## src/rtl/udpck_pkg.sv

```systemverilog
// ----------------------------------------------------------------------------
// udpck_pkg
// Shared types and constants of the IPv4/UDP header checksum builder.
// ----------------------------------------------------------------------------
package udpck_pkg;

  localparam logic [15:0] MaxPayload = 16'd65507;
  localparam logic [15:0] IpHdrBytes = 16'd28;
  localparam logic [15:0] UdpHdrBytes = 16'd8;
  localparam logic [15:0] VerIhlTos = 16'h4500;
  localparam logic [7:0] Ttl = 8'd255;
  localparam logic [7:0] ProtoUdp = 8'd17;
  localparam logic [2:0] LastWord = 3'd6;

  typedef enum logic [0:0] {
    CFG_SOURCE_IP   = 1'b0,
    CFG_SOURCE_PORT = 1'b1
  } cfg_reg_e;

  typedef struct packed {
    logic [16:0] sum;
    logic [7:0]  pad_byte;
    logic [15:0] count;
    logic        overflow;
    logic [31:0] dest_ip;
    logic [15:0] dest_port;
  } hdr_job_t;

endpackage

```

## src/rtl/udpck_accum.sv

```systemverilog
// ----------------------------------------------------------------------------
// udpck_accum
// Input register and running payload sum; hands one header job per datagram.
// ----------------------------------------------------------------------------
module udpck_accum import udpck_pkg::*; (
  input  logic        clk_i,
  input  logic        rst_ni,
  input  logic        in_valid_i,
  output logic        in_stall_o,
  input  logic [7:0]  payload_byte_i,
  input  logic        byte_valid_i,
  input  logic        last_byte_i,
  input  logic [31:0] dest_ip_i,
  input  logic [15:0] dest_port_i,
  output logic        job_valid_o,
  input  logic        job_ready_i,
  output hdr_job_t    job_o
);

  logic        in_vld_q;
  logic [7:0]  byte_q;
  logic        bv_q, last_q;
  logic [31:0] dip_q;
  logic [15:0] dport_q;

  logic [16:0] sum_q, sum_d;
  logic [15:0] cnt_q, cnt_d;
  logic [7:0]  pend_q, pend_d;
  logic        odd_q, odd_d, ovf_q, ovf_d;
  logic [16:0] word_sum;

  logic     job_vld_q;
  hdr_job_t job_q;
  logic     job_free, fire;

  assign job_free   = !job_vld_q || job_ready_i;
  assign in_stall_o = in_vld_q && last_q && !job_free;
  assign fire       = in_vld_q && !in_stall_o;

  assign word_sum = {1'b0, sum_q[15:0]} + {1'b0, pend_q, byte_q} + {16'd0, sum_q[16]};

  always_comb begin
    sum_d  = sum_q;
    cnt_d  = cnt_q;
    pend_d = pend_q;
    odd_d  = odd_q;
    ovf_d  = ovf_q;
    if (bv_q) begin
      if (cnt_q < MaxPayload) begin
        if (odd_q) begin
          sum_d  = {1'b0, word_sum[15:0]} + {16'd0, word_sum[16]};
          odd_d  = 1'b0;
          pend_d = 8'd0;
        end else begin
          pend_d = byte_q;
          odd_d  = 1'b1;
        end
        cnt_d = cnt_q + 16'd1;
      end else begin
        ovf_d = 1'b1;
      end
    end
  end

  always_ff @(posedge clk_i or negedge rst_ni) begin
    if (!rst_ni) begin
      in_vld_q  <= 1'b0;
      job_vld_q <= 1'b0;
      sum_q     <= '0;
      cnt_q     <= '0;
      pend_q    <= '0;
      odd_q     <= 1'b0;
      ovf_q     <= 1'b0;
    end else begin
      if (!in_stall_o) begin
        in_vld_q <= in_valid_i;
      end
      if (fire && last_q) begin
        job_vld_q <= 1'b1;
      end else if (job_ready_i) begin
        job_vld_q <= 1'b0;
      end
      if (fire) begin
        if (last_q) begin
          sum_q  <= '0;
          cnt_q  <= '0;
          pend_q <= '0;
          odd_q  <= 1'b0;
          ovf_q  <= 1'b0;
        end else begin
          sum_q  <= sum_d;
          cnt_q  <= cnt_d;
          pend_q <= pend_d;
          odd_q  <= odd_d;
          ovf_q  <= ovf_d;
        end
      end
    end
  end

  always_ff @(posedge clk_i) begin
    if (!in_stall_o && in_valid_i) begin
      byte_q  <= payload_byte_i;
      bv_q    <= byte_valid_i;
      last_q  <= last_byte_i;
      dip_q   <= dest_ip_i;
      dport_q <= dest_port_i;
    end
    if (fire && last_q) begin
      job_q.sum       <= sum_d;
      job_q.pad_byte  <= odd_d ? pend_d : 8'd0;
      job_q.count     <= cnt_d;
      job_q.overflow  <= ovf_d;
      job_q.dest_ip   <= dip_q;
      job_q.dest_port <= dport_q;
    end
  end

  assign job_valid_o = job_vld_q;
  assign job_o       = job_q;

endmodule

```

## src/rtl/udpck_hdr_tx.sv

```systemverilog
// ----------------------------------------------------------------------------
// udpck_hdr_tx
// Checksum sums, folding and serial output of the seven header words.
// ----------------------------------------------------------------------------
module udpck_hdr_tx import udpck_pkg::*; (
  input  logic        clk_i,
  input  logic        rst_ni,
  input  logic        job_valid_i,
  output logic        job_ready_o,
  input  hdr_job_t    job_i,
  input  logic [31:0] source_ip_i,
  input  logic [15:0] source_port_i,
  output logic        out_valid_o,
  input  logic        out_stall_i,
  output logic [31:0] header_word_o,
  output logic        word_last_o,
  output logic        too_long_o
);

  logic        sum_vld_q;
  logic [20:0] ip_raw_q, udp_raw_q;
  logic [15:0] ip_len_q, udp_len_q, dport_q;
  logic [31:0] dip_q;
  logic        ovf_q;

  logic        ser_vld_q;
  logic [2:0]  idx_q;
  logic [15:0] s_ip_len_q, s_udp_len_q, s_dport_q, ip_sum_q, udp_sum_q;
  logic [31:0] s_dip_q;
  logic        s_ovf_q;

  logic [15:0] ip_len, udp_len;
  logic [20:0] ip_raw, udp_raw;
  logic [16:0] ip_f1, udp_f1;
  logic [15:0] ip_f2, udp_f2;
  logic        out_acc, ser_take, sum_take;

  assign out_acc  = ser_vld_q && !out_stall_i;
  assign ser_take = !ser_vld_q || (out_acc && idx_q == LastWord);
  assign sum_take = !sum_vld_q || ser_take;
  assign job_ready_o = sum_take;

  assign ip_len  = IpHdrBytes + job_i.count;
  assign udp_len = UdpHdrBytes + job_i.count;

  assign ip_raw = {5'd0, VerIhlTos} + {5'd0, ip_len} + {5'd0, Ttl, ProtoUdp}
                + {5'd0, source_ip_i[31:16]} + {5'd0, source_ip_i[15:0]}
                + {5'd0, job_i.dest_ip[31:16]} + {5'd0, job_i.dest_ip[15:0]};

  assign udp_raw = {4'd0, job_i.sum} + {5'd0, job_i.pad_byte, 8'd0}
                 + {5'd0, source_ip_i[31:16]} + {5'd0, source_ip_i[15:0]}
                 + {5'd0, job_i.dest_ip[31:16]} + {5'd0, job_i.dest_ip[15:0]}
                 + {13'd0, ProtoUdp} + {4'd0, udp_len, 1'b0}
                 + {5'd0, source_port_i} + {5'd0, job_i.dest_port};

  assign ip_f1  = {1'b0, ip_raw_q[15:0]} + {12'd0, ip_raw_q[20:16]};
  assign ip_f2  = ip_f1[15:0] + {15'd0, ip_f1[16]};
  assign udp_f1 = {1'b0, udp_raw_q[15:0]} + {12'd0, udp_raw_q[20:16]};
  assign udp_f2 = udp_f1[15:0] + {15'd0, udp_f1[16]};

  always_ff @(posedge clk_i or negedge rst_ni) begin
    if (!rst_ni) begin
      sum_vld_q <= 1'b0;
      ser_vld_q <= 1'b0;
      idx_q     <= '0;
    end else begin
      if (sum_take) begin
        sum_vld_q <= job_valid_i;
      end
      if (ser_take) begin
        ser_vld_q <= sum_vld_q;
        idx_q     <= '0;
      end else if (out_acc) begin
        idx_q <= idx_q + 3'd1;
      end
    end
  end

  always_ff @(posedge clk_i) begin
    if (sum_take && job_valid_i) begin
      ip_raw_q  <= ip_raw;
      udp_raw_q <= udp_raw;
      ip_len_q  <= ip_len;
      udp_len_q <= udp_len;
      dip_q     <= job_i.dest_ip;
      dport_q   <= job_i.dest_port;
      ovf_q     <= job_i.overflow;
    end
    if (ser_take && sum_vld_q) begin
      s_ip_len_q  <= ip_len_q;
      s_udp_len_q <= udp_len_q;
      s_dip_q     <= dip_q;
      s_dport_q   <= dport_q;
      s_ovf_q     <= ovf_q;
      ip_sum_q    <= ~ip_f2;
      udp_sum_q   <= ~udp_f2;
    end
  end

  always_comb begin
    unique case (idx_q)
      3'd0:    header_word_o = {VerIhlTos, s_ip_len_q};
      3'd1:    header_word_o = 32'd0;
      3'd2:    header_word_o = {Ttl, ProtoUdp, ip_sum_q};
      3'd3:    header_word_o = source_ip_i;
      3'd4:    header_word_o = s_dip_q;
      3'd5:    header_word_o = {source_port_i, s_dport_q};
      default: header_word_o = {s_udp_len_q, udp_sum_q};
    endcase
  end

  assign out_valid_o = ser_vld_q;
  assign word_last_o = (idx_q == LastWord);
  assign too_long_o  = s_ovf_q;

endmodule

```

## src/rtl/udp_ipv4_header_checksum_builder_core.sv

```systemverilog
// ----------------------------------------------------------------------------
// udp_ipv4_header_checksum_builder_core
// Builds an IPv4/UDP header with both checksums from a byte-wide payload.
// ----------------------------------------------------------------------------
// Payload bytes enter on the input channel, one item per cycle unless
// stalled, with last_byte_i set on the final item; byte_valid_i low on it
// marks an empty tail. dest_ip_i and dest_port_i come from the last item.
// Source address and port come from two registers on the always-ready
// configuration port; write it only while the block is idle, unenforced.
// Each datagram yields seven 32-bit header words on the output channel,
// one per cycle unless stalled, with word_last_o on the seventh and
// too_long_o on all of them when more than the maximum payload was
// offered. A last item passes the job, sum and serializer registers.
// Bytes of the next datagram are taken at one per cycle while a header is
// still being sent; a further last item waits while the header stages are
// full. Output stall holds the current word and backs up to the input.
// Reset clears the sums, counters, source registers and all valid flags.
// ----------------------------------------------------------------------------
module udp_ipv4_header_checksum_builder_core import udpck_pkg::*; (
  input  logic        clk_i,
  input  logic        rst_ni,
  input  logic        cfg_valid_i,
  output logic        cfg_ready_o,
  input  logic [0:0]  cfg_index_i,
  input  logic [31:0] cfg_data_i,
  input  logic        in_valid_i,
  output logic        in_stall_o,
  input  logic [7:0]  payload_byte_i,
  input  logic        byte_valid_i,
  input  logic        last_byte_i,
  input  logic [31:0] dest_ip_i,
  input  logic [15:0] dest_port_i,
  output logic        out_valid_o,
  input  logic        out_stall_i,
  output logic [31:0] header_word_o,
  output logic        word_last_o,
  output logic        too_long_o
);

  logic [31:0] source_ip_q;
  logic [15:0] source_port_q;
  logic        job_valid, job_ready;
  hdr_job_t    job;
  cfg_reg_e    cfg_sel;

  assign cfg_ready_o = 1'b1;
  assign cfg_sel     = cfg_reg_e'(cfg_index_i);

  always_ff @(posedge clk_i or negedge rst_ni) begin
    if (!rst_ni) begin
      source_ip_q   <= '0;
      source_port_q <= '0;
    end else if (cfg_valid_i) begin
      unique case (cfg_sel)
        CFG_SOURCE_IP:   source_ip_q <= cfg_data_i;
        CFG_SOURCE_PORT: source_port_q <= cfg_data_i[15:0];
        default: ;
      endcase
    end
  end

  udpck_accum u_accum (
    .clk_i          (clk_i),
    .rst_ni         (rst_ni),
    .in_valid_i     (in_valid_i),
    .in_stall_o     (in_stall_o),
    .payload_byte_i (payload_byte_i),
    .byte_valid_i   (byte_valid_i),
    .last_byte_i    (last_byte_i),
    .dest_ip_i      (dest_ip_i),
    .dest_port_i    (dest_port_i),
    .job_valid_o    (job_valid),
    .job_ready_i    (job_ready),
    .job_o          (job)
  );

  udpck_hdr_tx u_hdr_tx (
    .clk_i         (clk_i),
    .rst_ni        (rst_ni),
    .job_valid_i   (job_valid),
    .job_ready_o   (job_ready),
    .job_i         (job),
    .source_ip_i   (source_ip_q),
    .source_port_i (source_port_q),
    .out_valid_o   (out_valid_o),
    .out_stall_i   (out_stall_i),
    .header_word_o (header_word_o),
    .word_last_o   (word_last_o),
    .too_long_o    (too_long_o)
  );

endmodule

```

## config.mk

```make
export PLATFORM = sky130hd
export DESIGN_NAME = udp_ipv4_header_checksum_builder_core
export DESIGN_NICKNAME = d
export VERILOG_FILES = /design/src/rtl/udpck_pkg.sv /design/src/rtl/udpck_accum.sv /design/src/rtl/udpck_hdr_tx.sv /design/src/rtl/udp_ipv4_header_checksum_builder_core.sv
export SDC_FILE = /design/constraint.sdc
export NUM_CORES = 1
export LEC_CHECK = 0
export ABC_AREA = 1
export ABC_CLOCK_PERIOD_IN_PS = 6900
export BUFFER_PORTS_ARGS = -buffer_cell sky130_fd_sc_hd__buf_4
export CAP_MARGIN = 20
export CORE_MARGIN = 2
export CORE_UTILIZATION = 45
export CTS_CLUSTER_SIZE = 24
export DETAILED_ROUTE_END_ITERATION = 8
export PLACE_DENSITY = 0.72
export SETUP_SLACK_MARGIN = 0.05
export SLEW_MARGIN = 5
export SYNTH_ARGS = -nofsm -noshare
export SYNTH_HDL_FRONTEND = slang
export SYNTH_HIERARCHICAL = 1
export SYNTH_SLANG_ARGS = --single-unit
```

## constraint.sdc

```tcl
create_clock -name clk_i -period 6.9 [get_ports clk_i]
set_clock_uncertainty 0.15 [all_clocks]
set_input_delay 0.69 -clock clk_i [delete_from_list [all_inputs] [get_ports clk_i]]
set_output_delay 0.69 -clock clk_i [all_outputs]
set_load 0.03 [all_outputs]
```

==> metrics.txt <==
placed cells=3,449; DIE AREA=61,200 µm²; most frequent CP cell=fa_1; die width=247 µm; FF+latch count, synth=475; unrepaired setup endpoints after global routing=no; Setup TNS Final=0 ns; Final Non-Filler Cells=3,547; slowest CP cell=fa_1; H-tree depth=2; Final Critical Period=5.36 ns; R2R cell count=19; hold_sp=dest_ip_i[18]; Top Ports=133; clock latency on the worst-skew pair=0.61 ns; Area growth, synth to finish=13.9%; DRC=0; starting density of the core=45.3%; top_reg_cell synth=edfxtp_1; cell taking the most area after synthesis=edfxtp_1; antenna violations before repair=3; worst hold path type=input port to flip-flop; Syn Nets=2,928; CP Launch Type=flip-flop; Synth Area per Inst=10.4 µm²; Final Core Density=51.6%; Worst R2R Start=u_accum/job_o[53]$_DFFE_PP_; post-synth cell types=55; synth top area cells=edfxtp_1, fa_1, dfrtp_1; Max Freq=187 MHz; flop2flop setup slack=1.54 ns; DR vias=18,400; worst flop-to-flop path endpoint=u_hdr_tx/udp_raw_q[19]$_DFFE_PP_; DRT iter0 DRCs=1,653; peak supply drop=0.340 mV; delay of the slowest cell on the worst path=0.56 ns; final setup vio count=0; Post-synth EDFFs=377; most common library cells after synthesis=nand2_1, inv_1, edfxtp_1; type of destination of the critical path=flip-flop; async set-reset flop share out of synthesis=20.6%; Seq/Total Area, Yosys=51.7%; Synth Instances=2,573; gr usage total=24.3%; clock sinks=475; total global routing overflow=0; final WL=72.3 mm; CP cell instances=ha_1 -> nand3_1 -> nor2_1 -> nand2_1 -> nor2_1 -> xor2_1 -> fa_1 -> fa_1 -> inv_1 -> fa_1 -> fa_1 -> inv_1 -> ha_1 -> a21oi_1 -> o21ai_0 -> a21oi_1 -> o21ai_0 -> nand2_1 -> o311ai_0; largest net degree at the start of global routing=71; first-pass GRT wire length=111 mm; Yosys warnings=6; CP Class=flip-flop to flip-flop; CTS tree=yes; Hold Path Depth=1; Syn Std Cell Area=26,600 µm²; worst-path fanout max=4; count leader, synth=nand2_1; TritonCTS Buffers=51; top-area cell type share of the netlist area=42.5%; max-slew violations=0; DP HPWL=54.4 mm; PD cells=461 nW/µm²; core area=58,800 µm²; clock root cell=clkbuf_16; total of max-cap violations=0; number of setup buffers added after CTS=0; layout cells sized above 1=11.0%; final total power=14.0 mW; CTS clk-pin slew, worst paths=0.06 ns; number of port buffers=131; Routed Antenna Nets=0; Min Hold Slack=0.101 ns; Slew headroom=28.4%; Leak Pwr=13.6 nW; Worst Hold Path EP=u_accum/dip_q[18]$_DFFE_PP_; vias in the first global route=19,200; TritonRoute pass-1 iters=5; Die Ht=247 µm; FP Rows=89; status=finished, final reports clean; WL/cell=20.4 µm; vias per inst=5.18; Worst Path Required=7.05 ns; Worst EP arrival=5.51 ns; final period utilization=77.6%; routability cong.=0.952; Worst Tran Pin Value=1.07 ns; Fin. Hold Viols=0; Layout Nets=3,085; Max Root-Sink Buffers=3
==> flip-flops by register name, summed over array words and instances (netlist names), 16 cells and up <==
name	count
u_hdr_tx/udp_raw_q	20
u_hdr_tx/s_dip_q	32
u_hdr_tx/ip_len_q	16
u_hdr_tx/udp_sum_q	16
u_hdr_tx/dip_q	32
u_accum/sum_q	17
u_hdr_tx/ip_raw_q	19
u_accum/cnt_q	16
u_hdr_tx/dport_q	16
u_hdr_tx/ip_sum_q	16
source_port_q	16
u_accum/job_o	90
u_hdr_tx/s_dport_q	16
u_hdr_tx/s_ip_len_q	16
u_accum/dip_q	32
source_ip_q	32
u_accum/dport_q	16
==> power by group <==
| group | total, mW | internal [mW] | switching, mW |
|---|---|---|---|
| clock | 2.89 | 1.72 | 1.17 |
| sequential | 4.06 | 3.80 | 0.267 |
| combinational | 7.04 | 2.48 | 4.57 |
==> cells in the final DEF, fill, tap and decap left out, drive strengths merged, types with 5 or more instances in the layout <==
cell type	count
a21boi	5
a21o	5
a21oi	58
a221oi	20
a31oi	7
buf	145
bufinv	9
clkbuf	58
clkinv	23
dfrtp	98
edfxtp	377
fa	155
ha	104
inv	511
nand2	609
nand3	182
nand3b	8
nand4	28
nor2	150
nor3	16
o21ai	71
o21bai	5
o22ai	23
or2	5
xnor2	19
xor2	62
==> per-layer routing <==
metal | global-route usage [%] | routed length (µm)
met1 | 30.8 | 29200
met2 | 41.0 | 35100
met3 | 5.20 | 5110
met4 | 9.60 | 2870
met5 | 0 | 43
==> metrics by stage <==
| stage | setup WS (ns) | area (µm²) |
|---|---|---|
| 5_1_grt | 1.16 | 30300 |
| 3_3_place_gp | 1.75 | 28600 |
| 6_report | 1.54 | 30300 |
| 2_1_floorplan | 0.604 | 26600 |
| 4_1_cts | 1.59 | 30300 |
| 3_5_place_dp | 1.65 | 28600 |
==> area by class of cell <==
cell class / count / area (µm²)
antenna: 2 / 5.00
clock buffer: 58 / 1310
multi-input combinational: 1548 / 10800
timing repair buffer: 146 / 1100
fill: 5164 / 28500
inverter: 508 / 1910
clock inverter: 37 / 455
sequential: 475 / 13800
tap: 773 / 967
==> repair_timing <==
| item | in CTS | in global routing |
|---|---|---|
| gates resized for setup | 0 | 0 |
| hold buffers | 1 | 0 |
| endpoints found under the hold margin | 35 | 0 |
| setup endpoints to repair | 0 | 0 |
==> cell families after synthesis <==
family          Yosys count  synth area share (%)
flops                   475                  51.7
compound gates          203                  4.57
other cells               1                0.0141
xor+xnor                 81                  2.76
fa+ha+maj               259                  16.5
simple gates           1004                  16.5
buf+inv                 550                  7.89
==> critical path: cells and delay by family, from the launching register on <==
kind                       cells  cell delay (ns)
adders and majority gates      6             2.61
AOI/OAI and AO/OA              5             0.68
xor gates and xnor gates       1             0.37
and+or+nand+nor                5             0.76
DFF                            1             0.40
buffers and inverters          2             0.10
==> worst max-delay path by stage <==
stage,start,endpoint,slack (ns),depth (start not counted)
after floorplan,u_hdr_tx/idx_q[0]$_DFFE_PN0P_,u_hdr_tx/ip_sum_q[0]$_DFFE_PP_,0.60,6
after global placement,u_accum/job_o[53]$_DFFE_PP_,u_hdr_tx/udp_raw_q[19]$_DFFE_PP_,1.75,19
after detailed placement,u_accum/job_o[53]$_DFFE_PP_,u_hdr_tx/udp_raw_q[16]$_DFFE_PP_,1.65,18
after CTS,u_accum/job_o[53]$_DFFE_PP_,u_hdr_tx/udp_raw_q[19]$_DFFE_PP_,1.59,19
after global routing,u_accum/job_o[53]$_DFFE_PP_,u_hdr_tx/udp_raw_q[16]$_DFFE_PP_,1.16,18
final,u_accum/job_o[53]$_DFFE_PP_,u_hdr_tx/udp_raw_q[19]$_DFFE_PP_,1.54,19
No activity file was read; power rests on OpenSTA's default activity.
